$ cat src/rtl/ldpq_pkg.sv
// ----------------------------------------------------------------------------
// ldpq_pkg - shared types and constants for the log delta pixel quantizer
// Pixel width, snap thresholds and the request struct passed to the
// quantizer datapath.
// ----------------------------------------------------------------------------
package ldpq_pkg;

    localparam int unsigned PIXEL_W    = 8;
    localparam int unsigned SNAP_STEPS = 7;    // powers of two 2 .. 128

    localparam logic [PIXEL_W-1:0] PIXEL_MAX = 8'd255;
    localparam logic [PIXEL_W-1:0] SMALL_MAX = 8'd2;

    // Upper magnitude bound that still snaps to 2**k, index k = 1 .. 7.
    localparam logic [PIXEL_W-1:0] THR_NORM [1:SNAP_STEPS] = '{
        8'(2   + (2   * 7) / 12),
        8'(4   + (4   * 7) / 12),
        8'(8   + (8   * 7) / 12),
        8'(16  + (16  * 7) / 12),
        8'(32  + (32  * 7) / 12),
        8'(64  + (64  * 7) / 12),
        8'(128 + (128 * 7) / 12)
    };

    localparam logic [PIXEL_W-1:0] THR_WIDE [1:SNAP_STEPS] = '{
        8'(2   + (2 * 2)   / 3),
        8'(4   + (2 * 4)   / 3),
        8'(8   + (2 * 8)   / 3),
        8'(16  + (2 * 16)  / 3),
        8'(32  + (2 * 32)  / 3),
        8'(64  + (2 * 64)  / 3),
        8'(128 + (2 * 128) / 3)
    };

    typedef logic [PIXEL_W-1:0] t_pixel;

    // Request handed from the input stage to the quantizer datapath.
    typedef struct packed {
        t_pixel prev;       // previous value after any segment reload
        t_pixel pixel;
        logic   bypass;
        logic   wide;
    } t_quant_req;

    // Snap a magnitude to 0, 1, 2, a power of two up to 128, or 255.
    function automatic t_pixel snap_magnitude(input t_pixel mag, input logic wide);
        t_pixel res;
        t_pixel thr;
        res = PIXEL_MAX;
        // Walk down so the smallest matching power of two wins.
        for (int k = SNAP_STEPS; k >= 1; k--) begin
            thr = wide ? THR_WIDE[k] : THR_NORM[k];
            if (mag <= thr) begin
                res = t_pixel'(1 << k);
            end
        end
        if (mag <= SMALL_MAX) begin
            res = mag;
        end
        return res;
    endfunction

endpackage

$ cat src/rtl/ldpq_stream_if.sv
// ----------------------------------------------------------------------------
// ldpq_in_if / ldpq_out_if - valid/ready channels of the quantizer
// Input carries the pixel request, output carries the quantized pixel.
// ----------------------------------------------------------------------------
interface ldpq_in_if;
    logic                 valid;
    logic                 ready;
    ldpq_pkg::t_pixel     pixel;
    ldpq_pkg::t_pixel     reference;
    logic                 segment_start;
    logic                 bypass;

    modport source (output valid, output pixel, output reference,
                    output segment_start, output bypass, input ready);
    modport sink   (input valid, input pixel, input reference,
                    input segment_start, input bypass, output ready);
endinterface

interface ldpq_out_if;
    logic                 valid;
    logic                 ready;
    ldpq_pkg::t_pixel     result_pixel;

    modport source (output valid, output result_pixel, input ready);
    modport sink   (input valid, input result_pixel, output ready);
endinterface

$ cat src/rtl/ldpq_quant.sv
// ----------------------------------------------------------------------------
// ldpq_quant - quantizer datapath
// Snaps the delta to the previous value, applies it and saturates at either end; bypass passes the pixel.
// ----------------------------------------------------------------------------
module ldpq_quant (
    input  ldpq_pkg::t_quant_req i_req,
    output ldpq_pkg::t_pixel     o_result
);

    ldpq_pkg::t_pixel                 w_mag;
    ldpq_pkg::t_pixel                 w_step;
    logic                             w_up;
    logic [ldpq_pkg::PIXEL_W:0]       w_sum;

    assign w_up   = (i_req.pixel >= i_req.prev);
    assign w_mag  = w_up ? (i_req.pixel - i_req.prev) : (i_req.prev - i_req.pixel);
    assign w_step = ldpq_pkg::snap_magnitude(w_mag, i_req.wide);
    assign w_sum  = {1'b0, i_req.prev} + {1'b0, w_step};

    always_comb begin
        if (i_req.bypass) begin
            o_result = i_req.pixel;
        end else if (w_up) begin
            // saturate at full scale
            o_result = w_sum[ldpq_pkg::PIXEL_W] ? ldpq_pkg::PIXEL_MAX
                                                : w_sum[ldpq_pkg::PIXEL_W-1:0];
        end else begin
            // clamp at zero
            o_result = (w_step > i_req.prev) ? '0 : (i_req.prev - w_step);
        end
    end

endmodule

$ cat src/rtl/log_delta_pixel_quantizer.sv
// ----------------------------------------------------------------------------
// log_delta_pixel_quantizer - DPCM pixel quantizer with logarithmic steps
// Streams 8-bit pixels along a line and emits each one as the last emitted
// value plus or minus a snapped step, saturated, or the pixel under bypass.
//
// Usage:
//   i_in   : pixel requests (pixel, reference, segment_start, bypass) under
//            valid/ready; a request is taken when valid and ready are high.
//   o_out  : one result_pixel per request, in order, under valid/ready.
//   i_cfg_we / i_cfg_wdata : write wide_threshold; change it only when idle.
//   Path: a taken request is held in the input register, then quantized
//   into the result register. Throughput: one request per cycle while the
//   receiver takes results, set by the single quantize step between the
//   two registers, with the kept value updated at the same edge as the result.
//   Receiver stall: the result holds, the input register holds one more
//   request, then ready drops until the result is taken.
//   Reset (i_rst_n low, synchronous): both stages empty, previous value 0,
//   wide_threshold 0.
// ----------------------------------------------------------------------------
module log_delta_pixel_quantizer (
    input  logic        i_clk,
    input  logic        i_rst_n,
    input  logic        i_cfg_we,
    input  logic        i_cfg_wdata,
    ldpq_in_if.sink     i_in,
    ldpq_out_if.source  o_out
);

    // input stage
    logic                  r_in_valid;
    ldpq_pkg::t_pixel      r_pixel;
    ldpq_pkg::t_pixel      r_reference;
    logic                  r_segment_start;
    logic                  r_bypass;

    // result stage and kept state
    logic                  r_out_valid;
    ldpq_pkg::t_pixel      r_result;
    ldpq_pkg::t_pixel      r_prev;
    logic                  r_wide;

    logic                  w_advance;
    logic                  w_take;
    ldpq_pkg::t_quant_req  w_req;
    ldpq_pkg::t_pixel      w_result;

    // Advance the held request when the result slot is free or being taken.
    assign w_advance  = r_in_valid && (!r_out_valid || o_out.ready);
    assign i_in.ready = !r_in_valid || w_advance;
    assign w_take     = i_in.valid && i_in.ready;

    // Segment start reloads the previous value before quantizing.
    assign w_req.prev   = r_segment_start ? r_reference : r_prev;
    assign w_req.pixel  = r_pixel;
    assign w_req.bypass = r_bypass;
    assign w_req.wide   = r_wide;

    ldpq_quant u_quant (
        .i_req    (w_req),
        .o_result (w_result)
    );

    // control state
    always_ff @(posedge i_clk) begin
        if (!i_rst_n) begin
            r_in_valid  <= 1'b0;
            r_out_valid <= 1'b0;
            r_prev      <= '0;
            r_wide      <= 1'b0;
        end else begin
            if (i_cfg_we) begin
                r_wide <= i_cfg_wdata;
            end
            if (w_take) begin
                r_in_valid <= 1'b1;
            end else if (w_advance) begin
                r_in_valid <= 1'b0;
            end
            if (w_advance) begin
                r_out_valid <= 1'b1;
                r_prev      <= w_result;   // keep what is emitted
            end else if (o_out.ready) begin
                r_out_valid <= 1'b0;
            end
        end
    end

    // payload, no reset
    always_ff @(posedge i_clk) begin
        if (w_take) begin
            r_pixel         <= i_in.pixel;
            r_reference     <= i_in.reference;
            r_segment_start <= i_in.segment_start;
            r_bypass        <= i_in.bypass;
        end
        if (w_advance) begin
            r_result <= w_result;
        end
    end

    assign o_out.valid        = r_out_valid;
    assign o_out.result_pixel = r_result;

endmodule

$ cat src/flat_wrapper.sv
// flat-port wrapper written by rule: the top's interface ports become plain ports
module log_delta_pixel_quantizer_flat 
  (i_clk, i_rst_n, i_cfg_we, i_cfg_wdata, i_in_valid, i_in_pixel, i_in_reference, i_in_segment_start, i_in_bypass, i_in_ready, o_out_valid, o_out_result_pixel, o_out_ready);
  ldpq_in_if i_in_i ();
  ldpq_out_if o_out_i ();
  input  logic i_clk;
  input  logic i_rst_n;
  input  logic i_cfg_we;
  input  logic i_cfg_wdata;
  input wire logic [$bits(i_in_i.valid)-1:0] i_in_valid;
  input wire logic [$bits(i_in_i.pixel)-1:0] i_in_pixel;
  input wire logic [$bits(i_in_i.reference)-1:0] i_in_reference;
  input wire logic [$bits(i_in_i.segment_start)-1:0] i_in_segment_start;
  input wire logic [$bits(i_in_i.bypass)-1:0] i_in_bypass;
  output wire logic [$bits(i_in_i.ready)-1:0] i_in_ready;
  output wire logic [$bits(o_out_i.valid)-1:0] o_out_valid;
  output wire logic [$bits(o_out_i.result_pixel)-1:0] o_out_result_pixel;
  input wire logic [$bits(o_out_i.ready)-1:0] o_out_ready;
  assign i_in_i.valid = i_in_valid;
  assign i_in_i.pixel = i_in_pixel;
  assign i_in_i.reference = i_in_reference;
  assign i_in_i.segment_start = i_in_segment_start;
  assign i_in_i.bypass = i_in_bypass;
  assign i_in_ready = i_in_i.ready;
  assign o_out_valid = o_out_i.valid;
  assign o_out_result_pixel = o_out_i.result_pixel;
  assign o_out_i.ready = o_out_ready;
  log_delta_pixel_quantizer u_core (.i_clk(i_clk), .i_rst_n(i_rst_n), .i_cfg_we(i_cfg_we), .i_cfg_wdata(i_cfg_wdata), .i_in(i_in_i), .o_out(o_out_i));
endmodule
$ cat config.mk
export PLATFORM = sky130hd
export DESIGN_NAME = log_delta_pixel_quantizer_flat
export DESIGN_NICKNAME = d
export VERILOG_FILES = /design/src/rtl/ldpq_pkg.sv /design/src/rtl/ldpq_stream_if.sv /design/src/rtl/ldpq_quant.sv /design/src/rtl/log_delta_pixel_quantizer.sv /design/src/flat_wrapper.sv
export SDC_FILE = /design/constraint.sdc
export NUM_CORES = 1
export LEC_CHECK = 0
export ABC_AREA = 0
export BUFFER_PORTS_ARGS = -buffer_cell sky130_fd_sc_hd__buf_2
export CAP_MARGIN = 20
export CORE_MARGIN = 2
export CORE_UTILIZATION = 45
export CTS_CLUSTER_SIZE = 20
export DETAILED_ROUTE_END_ITERATION = 6
export SYNTH_ARGS = -nofsm -noshare
export SYNTH_HDL_FRONTEND = slang
export SYNTH_SLANG_ARGS = --single-unit
$ cat constraint.sdc
create_clock -name i_clk -period 9.1 [get_ports i_clk]
set_input_delay 0.91 -clock i_clk [delete_from_list [all_inputs] [get_ports i_clk]]
set_output_delay 0.91 -clock i_clk [all_outputs]
set_load 0.01 [all_outputs]
==> results_tabular.tex, run 1 <==
\begin{tabular}{lr}
\hline
Metric & Value \\
\hline
\multicolumn{2}{l}{\textbf{Layout}} \\
\quad Net count of the finished layout & 441 \\
\quad Area growth syn-to-layout & 9.25\% \\
\quad Antenna Diode Count & 0 \\
\quad Fraction of final layout cells with drive strength greater than 1 & 15.8\% \\
\multicolumn{2}{l}{\textbf{Synth}} \\
\quad Post-synthesis sequential area ratio & 30.4\% \\
\quad Number of distinct standard cells referenced by the synthesized netlist & 64 \\
\quad Post-synth EDFFs & 26 \\
\quad Most instantiated flip-flop cell in the synthesis netlist & edfxtp\_1 \\
\quad Ys async rst share & 0\% \\
\quad Count of state elements after synthesis & 37 \\
\quad Number of warnings printed during yosys synthesis & 0 \\
\quad Share of cell area taken by muxes after synthesis & 4.87\% \\
\quad Compound-cell area share of the yosys netlist & 25.5\% \\
\quad Combinational family with the most area after synthesis & compound AO/OA/AOI/OAI gates \\
\quad Total standard cell area after synthesis & 0.00329 mm² \\
\quad Net Count, Synth & 416 \\
\quad Share of the synthesized netlist area taken by xor and xnor gates & 2.40\% \\
\quad Basic-gate share of the synthesized area counting and, or, nand and nor cells & 12.2\% \\
\quad Post-synthesis area per instance & 9.48 µm² \\
\quad Fraction of the mapped netlist area in adder cells & 18.0\% \\
\quad Mapped Cells & 347 \\
\multicolumn{2}{l}{\textbf{Floorplan}} \\
\quad Standard cell core area & 0.00718 mm² \\
\quad Die Width & 89.5 µm \\
\quad Starting density of the core & 45.8\% \\
\quad IO Pins & 34 \\
\quad Area of the die & 0.00801 mm² \\
\quad Rows & 31 \\
\quad Chip height & 89.5 µm \\
\multicolumn{2}{l}{\textbf{Routing}} \\
\quad DRC violation count after routing & 0 \\
\quad Final ANT Viol Nets & 0 \\
\quad Via-per-instance ratio & 5.56 \\
\quad Number of DRC markers in iteration 0 & 170 \\
\quad Mean routed wirelength per cell & 16.1 µm \\
\quad Vias after detailed routing & 2625 \\
\quad WL final & 7610 µm \\
\quad First drt pass iteration count & 4 \\
\multicolumn{2}{l}{\textbf{Clock tree}} \\
\quad H-tree lvl count & 2 \\
\quad Clock-pin transition on the worst setup and hold timing paths & 80 ps \\
\quad Resized cells post-CTS & 0 \\
\quad Clock latency on the worst-skew pair & 290 ps \\
\quad Maximum buffer depth of the clock tree & 2 \\
\quad TritonCTS clock tree & yes \\
\quad Setup Buffers After CTS & 0 \\
\quad Master cell of the clock root buffer & clkbuf\_8 \\
\quad Num Clock Sinks & 37 \\
\quad Cts-stage hold buffer count & 0 \\
\quad Cts bufs inserted & 5 \\
\multicolumn{2}{l}{\textbf{Setup path}} \\
\quad Arr. time, crit path & 7860 ps \\
\quad Max FO, Critical Path & 11 \\
\quad CP Data Required Time & 9150 ps \\
\quad Worst Setup End Kind & flop \\
\quad Family with the most delay on the worst path & compound AO/OA/AOI/OAI gates \\
\quad Buf/Inv on CP & 3 \\
\quad Class of the most critical setup path & reg -> reg \\
\quad Max stage delay cell, worst path & nor3\_2 \\
\quad Kind of start point of the critical path & flop \\
\quad Largest stage delay, worst path & 660 ps \\
\multicolumn{2}{l}{\textbf{STA}} \\
\quad Min cycle time layout & 7810 ps \\
\quad Setup Skew & 5.96 ps \\
\quad Hold Violations, Final & 0 \\
\quad Max-Slew Margin vs Limit & 46.4\% \\
\quad Final number of setup-violating endpoints & 0 \\
\quad Post-route clock period utilization & 85.8\% \\
\quad Worst Max-Slew Pin Slew & 799 ps \\
\quad Unrepaired setup endpoints after global routing & no \\
\quad Fin Setup TNS & 0 ps \\
\quad Highest attainable clock frequency & 0.128 GHz \\
\quad Number of pins exceeding their max-slew limit in the final report & 0 \\
\multicolumn{2}{l}{\textbf{GRT}} \\
\quad Global route total overflow & 0 \\
\quad Initial antenna violation count & 0 \\
\quad Total global routing track utilization & 20.5\% \\
\quad Vias in the first global route & 2519 \\
\quad Global-route wire length before repair & 12500 µm \\
\quad Maximum number of pins on one net before global-route repair & 21 \\
\multicolumn{2}{l}{\textbf{Power}} \\
\quad Post-layout total power & 945 µW \\
\quad Leak pwr & 1.65 nW \\
\quad Pwr per Cell Area & 263 mW/mm² \\
\quad Maximum resistive drop on vdd & 0.000135 V \\
\multicolumn{2}{l}{\textbf{Status}} \\
\quad Status & finished, final reports clean \\
\multicolumn{2}{l}{\textbf{Place}} \\
\quad Final estimated routing congestion in global placement & 0.858 \\
\quad Total half-perimeter wirelength after legalization and detailed placement & 6170 µm \\
\quad IO buf count & 33 \\
\multicolumn{2}{l}{\textbf{Hold path}} \\
\quad Hold Path Class & reg -> reg \\
\multicolumn{2}{l}{\textbf{Flow run}} \\
\quad Count of maximum capacitance violations & 0 \\
\hline
\end{tabular}
[registers in the layout, indices dropped and copies added, names as in the netlist]
| register | count |
|---|---|
| u_core.o_out.result_pixel | 8 |
| u_core.o_out.valid | 1 |
| u_core.r_bypass | 1 |
| u_core.r_in_valid | 1 |
| u_core.r_pixel | 8 |
| u_core.r_prev | 8 |
| u_core.r_reference | 8 |
| u_core.r_segment_start | 1 |
| u_core.r_wide | 1 |
[layout make-up]
class	instances	area [µm²]
Clock buffer	5	68.8
Multi-Input combinational cell	263	2070
Timing Repair Buffer	33	165
Sequential cell	37	1000
Inverter	32	120
Clock inverter	3	43.8
Tap cell	99	124
Fill cell	689	3580
[where the power goes]
group | internal (mW) | total [mW] | switching, mW
Combinational | 0.232 | 0.592 | 0.359
Sequential | 0.202 | 0.211 | 0.00873
Clock | 0.0821 | 0.143 | 0.0606
Total | 0.517 | 0.945 | 0.429
[stage by stage]
stage / setup slack (ps) / hold slack (ps) / area [µm²] / utilization [%] / std cells
CTS: 1370 / 473 / 3590 / 50.1 / 472
detailed placement: 1430 / 462 / 3480 / 48.5 / 464
global placement: 1620 / 455 / 3480 / 48.5 / 464
global route: 721 / 499 / 3590 / 50.1 / 472
floorplan: 2590 / 434 / 3290 / - / 347
finish: 1290 / 467 / 3590 / 50.1 / 472
[Yosys cell counts, types with 4 or more instances]
master | n | share of area [%]
a211oi_1 | 11 | 2.5
a21o_1 | 13 | 3.0
a21oi_1 | 21 | 3.2
a22oi_1 | 5 | 1.1
a31o_2 | 4 | 1.1
a31oi_1 | 4 | 0.76
and2_1 | 4 | 0.76
and3_1 | 5 | 0.95
clkbuf_1 | 7 | 0.80
dfxtp_1 | 11 | 6.7
edfxtp_1 | 26 | 24
fa_1 | 4 | 2.4
ha_1 | 41 | 16
inv_1 | 29 | 3.3
mux2i_1 | 16 | 4.9
nand2_1 | 22 | 2.5
nand2b_1 | 4 | 0.76
nand3_1 | 4 | 0.61
nand4_1 | 4 | 0.76
nor2_1 | 20 | 2.3
nor2b_1 | 6 | 1.1
o21ai_0 | 14 | 2.1
o21bai_1 | 4 | 0.91
o22ai_1 | 4 | 0.76
[path summary, 6_finish.rpt]
| check | end | slack [ps] | from | depth (start not counted) |
|---|---|---|---|---|
| max | u_core.o_out.result_pixel[7] | 1290 | u_core.r_segment_start | 25 |
| min | u_core.r_prev[2] | 470 | u_core.r_prev[2] | 2 |
| max reg2reg | u_core.o_out.result_pixel[7] | 1290 | u_core.r_segment_start | 25 |
| min reg2reg | u_core.r_prev[2] | 470 | u_core.r_prev[2] | 2 |
[worst reg2reg max path: stages, from the launching register on]
cell and delay (ps):
edfxtp_1 650, mux2i_1 520, inv_1 240, ha_1 370, nand4_1 110, a31oi_2 120
nor3_2 660, mux2i_1 450, inv_1 160, ha_1 380, o21bai_1 90, a21oi_1 200
nor2_1 60, o21a_1 160, o21ai_0 190, a211o_1 360, o41ai_2 190, ha_1 270
fa_1 460, a21o_1 200, a221o_1 340, o41a_1 380, a21oi_1 450, o21ai_0 180
a21oi_1 280, inv_1 70
[placed cells by master (no fill, tap or decap), types with 4 or more instances in the layout]
cell type	netlist	routed
and2_1	4	4
a211oi_1	11	11
buf_2	3	33
nand3_1	4	4
nor2_1	20	20
a22oi_1	5	5
nor2b_1	6	6
dfxtp_1	11	11
a31o_2	4	4
mux2i_1	16	16
a21o_1	13	13
fa_1	4	4
a21oi_1	21	21
clkbuf_8	0	5
o21ai_0	14	14
nand2_1	22	22
o22ai_1	4	4
inv_1	29	29
and3_1	5	5
a31oi_1	4	4
nand2b_1	4	4
edfxtp_1	26	26
nand4_1	4	4
ha_1	41	41
o21bai_1	4	4
[cell families after synthesis]
family,count (synthesis)
flops,37
xor+xnor,6
simple gates,80
mux,16
fa+ha+maj,45
compound gates,116
buf+inv,47
[per-layer routing]
| layer | vias up | track usage (%) | share of wire [%] |
|---|---|---|---|
| met5 | - | 0 | 0 |
| met3 | 14 | 2.12 | 3.3 |
| met2 | 64 | 32.1 | 45 |
| met4 | 0 | 8.14 | 2.3 |
| li1 | 1315 | - | - |
| met1 | 1232 | 29.0 | 49 |
(Power assumes the default switching activity.)
==> run 2, diff against run 1 <==
--- a/config.mk
+++ b/config.mk
@@ -13,4 +13,5 @@
 export CTS_CLUSTER_SIZE = 20
 export DETAILED_ROUTE_END_ITERATION = 6
+export PLACE_DENSITY = 0.68
 export SYNTH_ARGS = -nofsm -noshare
 export SYNTH_HDL_FRONTEND = slang
==> constraint.sdc (replaced) <==
create_clock -name i_clk -period 9.1 [get_ports i_clk]
set_input_delay 1.365 -clock i_clk [delete_from_list [all_inputs] [get_ports i_clk]]
set_output_delay 1.365 -clock i_clk [all_outputs]
set_load 0.01 [all_outputs]
==> results_tabular.tex, run 2 (synthesis results as in run 1) <==
\begin{tabular}{lr}
\hline
Metric & Value \\
\hline
\multicolumn{2}{l}{\textbf{Floorplan}} \\
\quad Chip height & 89.5 µm \\
\quad Die Width & 89.5 µm \\
\quad Standard cell core area & 0.00718 mm² \\
\quad Area of the die & 0.00801 mm² \\
\quad IO Pins & 34 \\
\quad Rows & 31 \\
\quad Starting density of the core & 45.8\% \\
\multicolumn{2}{l}{\textbf{Layout}} \\
\quad Area growth syn-to-layout & 8.33\% \\
\quad Antenna Diode Count & 0 \\
\quad Fraction of final layout cells with drive strength greater than 1 & 15.5\% \\
\quad Net count of the finished layout & 441 \\
\quad Final instance area & 0.00356 mm² \\
\quad Share of the core filled with cells & 49.6\% \\
\quad Commonest non-fill, non-tap cell in the layout & ha\_1 \\
\quad Commonest cells after routing, fill and taps aside & ha\_1 (41), buf\_2 (33), inv\_1 (29) \\
\quad Combined area of the multi-input logic cells & 0.00207 mm² \\
\quad Cell Count, Final, Fillers Out & 472 \\
\quad Area taken by flip-flops and latches & 0.00100 mm² \\
\quad Number of inserted filler cells in the final layout & 680 \\
\multicolumn{2}{l}{\textbf{STA}} \\
\quad Unrepaired setup endpoints after global routing & no \\
\quad Post-route clock period utilization & 84.6\% \\
\quad Fin worst setup slack & 1400 ps \\
\quad Worst hold slack across all endpoints & 472 ps \\
\quad Hold Violations, Final & 0 \\
\quad Setup Skew & 9.33 ps \\
\quad Min cycle time layout & 7700 ps \\
\quad Highest attainable clock frequency & 0.130 GHz \\
\quad Worst Max-Slew Pin Slew & 790 ps \\
\quad Max-Slew Margin vs Limit & 47.1\% \\
\quad Number of pins exceeding their max-slew limit in the final report & 0 \\
\quad Final number of setup-violating endpoints & 0 \\
\quad Fin Setup TNS & 0 ps \\
\multicolumn{2}{l}{\textbf{Power}} \\
\quad Internal power & 488 µW \\
\quad Portion of total power attributed to the clock network & 11.9\% \\
\quad Pwr per Cell Area & 257 mW/mm² \\
\quad Share of power burned in combinational logic & 65.0\% \\
\quad Sw Ratio & 46.6\% \\
\quad Switch Pwr & 426 µW \\
\quad Portion of total power attributed to sequential cells & 23.2\% \\
\quad Leak pwr & 1.64 nW \\
\quad Maximum resistive drop on vdd & 0.000196 V \\
\quad Post-layout total power & 914 µW \\
\multicolumn{2}{l}{\textbf{Flow run}} \\
\quad Count of maximum capacitance violations & 0 \\
\multicolumn{2}{l}{\textbf{Setup path}} \\
\quad Max FO, Critical Path & 11 \\
\quad CP Data Required Time & 9150 ps \\
\quad Reg-to-reg setup timing slack & 1400 ps \\
\quad Kind of start point of the critical path & flop \\
\quad Worst Setup End Kind & flop \\
\quad Class of the most critical setup path & reg -> reg \\
\quad Arr. time, crit path & 7740 ps \\
\multicolumn{2}{l}{\textbf{Place}} \\
\quad Pre-CTS setup slack & 1510 ps \\
\quad Total half-perimeter wirelength after legalization and detailed placement & 6120 µm \\
\quad Final estimated routing congestion in global placement & 0.915 \\
\quad Placed Area & 0.00348 mm² \\
\quad Inst Count DP & 464 \\
\quad IO buf count & 33 \\
\multicolumn{2}{l}{\textbf{GRT}} \\
\quad Initial antenna violation count & 0 \\
\quad Global-route wire length before repair & 12600 µm \\
\quad Maximum number of pins on one net before global-route repair & 21 \\
\quad Vias in the first global route & 2482 \\
\quad Total global routing track utilization & 20.6\% \\
\quad Global route total overflow & 0 \\
\multicolumn{2}{l}{\textbf{Routing}} \\
\quad Mean routed wirelength per cell & 16.3 µm \\
\quad Vias after detailed routing & 2624 \\
\quad Number of DRC markers in iteration 0 & 137 \\
\quad First drt pass iteration count & 5 \\
\quad Via-per-instance ratio & 5.56 \\
\quad WL final & 7710 µm \\
\quad Final ANT Viol Nets & 0 \\
\quad DRC violation count after routing & 0 \\
\multicolumn{2}{l}{\textbf{Clock tree}} \\
\quad Clock-pin transition on the worst setup and hold timing paths & 70 ps \\
\quad H-tree lvl count & 2 \\
\quad Master cell of the clock root buffer & clkbuf\_8 \\
\quad Clock latency on the worst-skew pair & 290 ps \\
\quad Maximum buffer depth of the clock tree & 2 \\
\quad Cts bufs inserted & 5 \\
\quad Setup Buffers After CTS & 0 \\
\quad Cts-stage hold buffer count & 0 \\
\quad TritonCTS clock tree & yes \\
\quad Resized cells post-CTS & 0 \\
\quad Num Clock Sinks & 37 \\
\multicolumn{2}{l}{\textbf{Status}} \\
\quad Status & finished, final reports clean \\
\multicolumn{2}{l}{\textbf{Hold path}} \\
\quad Hold Path Class & reg -> reg \\
\hline
\end{tabular}
run 2: path summary, 6_finish.rpt:
path,startpoint,to,cells past startpoint
min,u_core.r_prev[4],u_core.r_prev[4],2
max reg2reg,u_core.r_segment_start,u_core.o_out.result_pixel[7],25
max,u_core.r_segment_start,u_core.o_out.result_pixel[7],25
min reg2reg,u_core.r_prev[4],u_core.r_prev[4],2
run 2: power groups by stage:
| stage | clock, mW | combinational [mW] | sequential (mW) |
|---|---|---|---|
| floorplan | 0 | 0.461 | 0.214 |
| global placement | 0 | 0.575 | 0.215 |
| detailed placement | 0 | 0.582 | 0.215 |
| CTS | 0.111 | 0.586 | 0.212 |
| global route | 0.119 | 0.665 | 0.213 |
| finish | 0.109 | 0.594 | 0.212 |
run 2: layout make-up:
type / instances / share of cell area, %
inverters: 32 / 3.37
clock inverters: 2 / 0.281
flip-flops and latches: 37 / 28.1
multi-input cells: 263 / 58.1
clock buffers: 6 / 2.04
well taps: 99 / 3.48
repair buffers: 33 / 4.64
run 2: critical path, stage by stage, from the launching register on:
cell      delay [ps]
edfxtp_1         620
mux2i_1          530
inv_1            260
ha_1             370
nand4_1          110
a31oi_2          120
nor3_2           660
mux2i_1          440
inv_1            160
ha_1             390
o21bai_1          90
a21oi_1          190
nor2_1            70
o21a_1           170
o21ai_0          150
a211o_1          370
o41ai_2          190
ha_1             270
fa_1             450
a21o_1           200
a221o_1          330
o41a_1           370
a21oi_1          450
o21ai_0          170
a21oi_1          280
inv_1             60
run 2: metal layers:
metal	vias to the layer above	GRT usage, %	part of all wire [%]
met5	-	0	0
met4	0	4.48	0.97
met3	6	1.94	3.0
met2	64	35.4	49
met1	1238	28.3	47
li1	1316	-	-
==> run 3, diff against run 2 <==
clock period = 7.6 ns   (was 9.1 ns; I/O delays follow)
==> results_tabular.tex, run 3 (synthesis results as in run 1) <==
\begin{tabular}{lr}
\hline
Metric & Value \\
\hline
\multicolumn{2}{l}{\textbf{GRT}} \\
\quad Initial antenna violation count & 0 \\
\quad Total global routing track utilization & 20.4\% \\
\quad Global route total overflow & 0 \\
\quad Global-route wire length before repair & 12400 µm \\
\quad Vias in the first global route & 2524 \\
\quad Maximum number of pins on one net before global-route repair & 21 \\
\multicolumn{2}{l}{\textbf{Floorplan}} \\
\quad Die Width & 89.5 µm \\
\quad IO Pins & 34 \\
\quad Rows & 31 \\
\quad Standard cell core area & 0.00718 mm² \\
\quad Chip height & 89.5 µm \\
\quad Area of the die & 0.00801 mm² \\
\quad Starting density of the core & 45.8\% \\
\multicolumn{2}{l}{\textbf{STA}} \\
\quad Highest attainable clock frequency & 0.141 GHz \\
\quad Min cycle time layout & 7070 ps \\
\quad Number of pins exceeding their max-slew limit in the final report & 0 \\
\quad Setup Skew & 13.7 ps \\
\quad Unrepaired setup endpoints after global routing & no \\
\quad Worst hold slack across all endpoints & 477 ps \\
\quad Fin worst setup slack & 530 ps \\
\quad Max-Slew Margin vs Limit & 47.1\% \\
\quad Final number of setup-violating endpoints & 0 \\
\quad Hold Violations, Final & 0 \\
\quad Fin Setup TNS & 0 ps \\
\quad Worst Max-Slew Pin Slew & 794 ps \\
\quad Post-route clock period utilization & 93.0\% \\
\multicolumn{2}{l}{\textbf{Setup path}} \\
\quad Arr. time, crit path & 7310 ps \\
\quad Max FO, Critical Path & 11 \\
\quad Class of the most critical setup path & reg -> reg \\
\quad Kind of start point of the critical path & flop \\
\quad Max stage delay cell, worst path & fa\_1 \\
\quad Launch point of the worst path & u\_core.r\_segment\_start \\
\quad Largest stage delay, worst path & 440 ps \\
\quad Worst Setup End Kind & flop \\
\quad CP Data Required Time & 7840 ps \\
\quad Reg-to-reg startpoint & u\_core.r\_segment\_start \\
\multicolumn{2}{l}{\textbf{Place}} \\
\quad Total half-perimeter wirelength after legalization and detailed placement & 6110 µm \\
\quad Pre-CTS setup slack & 214 ps \\
\quad IO buf count & 33 \\
\quad Final estimated routing congestion in global placement & 0.977 \\
\multicolumn{2}{l}{\textbf{Layout}} \\
\quad Net count of the finished layout & 444 \\
\quad Antenna Diode Count & 0 \\
\quad Commonest cells after routing, fill and taps aside & ha\_1 (41), buf\_2 (33), inv\_1 (29) \\
\quad Fraction of final layout cells with drive strength greater than 1 & 16.8\% \\
\quad Commonest non-fill, non-tap cell in the layout & ha\_1 \\
\quad Area growth syn-to-layout & 9.97\% \\
\multicolumn{2}{l}{\textbf{Power}} \\
\quad Share of power burned in combinational logic & 64.7\% \\
\quad Pwr per Cell Area & 308 mW/mm² \\
\quad Internal power & 598 µW \\
\quad Leak pwr & 1.65 nW \\
\quad Portion of total power attributed to sequential cells & 22.7\% \\
\quad Switch Pwr & 516 µW \\
\quad Portion of total power attributed to the clock network & 12.6\% \\
\quad Maximum resistive drop on vdd & 0.000201 V \\
\quad Sw Ratio & 46.3\% \\
\multicolumn{2}{l}{\textbf{Clock tree}} \\
\quad TritonCTS clock tree & yes \\
\quad Clock latency on the worst-skew pair & 290 ps \\
\quad Cts-stage hold buffer count & 0 \\
\quad H-tree lvl count & 2 \\
\quad Master cell of the clock root buffer & clkbuf\_8 \\
\quad Clock-pin transition on the worst setup and hold timing paths & 70 ps \\
\quad Cts bufs inserted & 5 \\
\quad Maximum buffer depth of the clock tree & 2 \\
\quad Num Clock Sinks & 37 \\
\multicolumn{2}{l}{\textbf{Routing}} \\
\quad Via-per-instance ratio & 5.64 \\
\quad Vias after detailed routing & 2680 \\
\quad First drt pass iteration count & 5 \\
\quad DRC violation count after routing & 0 \\
\quad Mean routed wirelength per cell & 16.2 µm \\
\quad WL final & 7680 µm \\
\quad Number of DRC markers in iteration 0 & 169 \\
\quad Final ANT Viol Nets & 0 \\
\multicolumn{2}{l}{\textbf{Hold path}} \\
\quad Startpoint of the most critical hold path & u\_core.r\_prev[5] \\
\quad Hold Path Class & reg -> reg \\
\multicolumn{2}{l}{\textbf{Flow run}} \\
\quad Count of maximum capacitance violations & 0 \\
\multicolumn{2}{l}{\textbf{Status}} \\
\quad Status & finished, final reports clean \\
\hline
\end{tabular}
[run 3: cell types whose count changed in the layout (fill, tap and decap cells not counted)]
cell,before,now
buf_4,0,2
clkinv_2,2,0
a21oi_1,21,20
a21oi_2,1,2
buf_12,0,1
clkbuf_8,5,6
clkinvlp_4,0,1
mux2i_1,16,15
mux2i_2,0,1
[run 3: layer usage]
| metal | part of all wire, % | routed length, µm | GRT usage [%] | up-vias |
|---|---|---|---|---|
| met5 | 0 | 0 | 0 | - |
| met4 | 2.7 | 210 | 7.87 | 0 |
| met1 | 45 | 3470 | 27.5 | 1256 |
| li1 | - | - | - | 1329 |
| met3 | 4.4 | 337 | 2.77 | 19 |
| met2 | 48 | 3670 | 33.2 | 76 |
[run 3: critical path: cells and delay by family, from the launching register on]
family / cells / cell delay (ps)
flops: 1 / 420
buf+inv: 4 / 510
simple gates: 4 / 870
compound gates: 14 / 2940
fa+ha+maj: 5 / 1650
mux: 2 / 620
[run 3: repair_timing]
action | in CTS | in global routing
gates resized for setup | 0 | 2
setup buffers | 0 | 2
setup endpoints to repair | 0 | 15
hold endpoints to repair | 0 | 0
[run 3: metrics by stage]
| step | utilization [%] | total power [mW] | instances | instance area, µm² |
|---|---|---|---|---|
| 2_1_floorplan | - | 0.809 | 347 | 3290 |
| 3_3_place_gp | 48.6 | 0.950 | 465 | 3490 |
| 3_5_place_dp | 48.6 | 0.956 | 465 | 3490 |
| 4_1_cts | 49.9 | 1.10 | 473 | 3580 |
| 5_1_grt | 50.4 | 1.21 | 475 | 3620 |
| 6_report | 50.4 | 1.11 | 475 | 3620 |
[run 3: final timing paths]
kind / end / slack [ps] / depth (start not counted)
max: u_core.r_prev[3] / 530 / 29
max reg2reg: u_core.r_prev[3] / 530 / 29
min reg2reg: u_core.r_prev[5] / 480 / 2
min: u_core.r_prev[5] / 480 / 2
[run 3: layout make-up]
type / instances / area (µm²)
fillers: 673 / 3560
multi-input cells: 263 / 2080
flip-flops and latches: 37 / 1000
repair buffers: 36 / 200
well taps: 99 / 124
inverters: 32 / 120
clock buffers: 7 / 86.3
clock inverters: 1 / 7.51
[run 3: power groups by stage]
stage | clock network [mW] | registers (mW) | logic [mW]
after detailed placement | 0 | 0.258 | 0.698
after global routing | 0.153 | 0.255 | 0.800
after CTS | 0.145 | 0.253 | 0.704
after floorplan | 0 | 0.257 | 0.552
final | 0.140 | 0.253 | 0.721
after global placement | 0 | 0.258 | 0.692
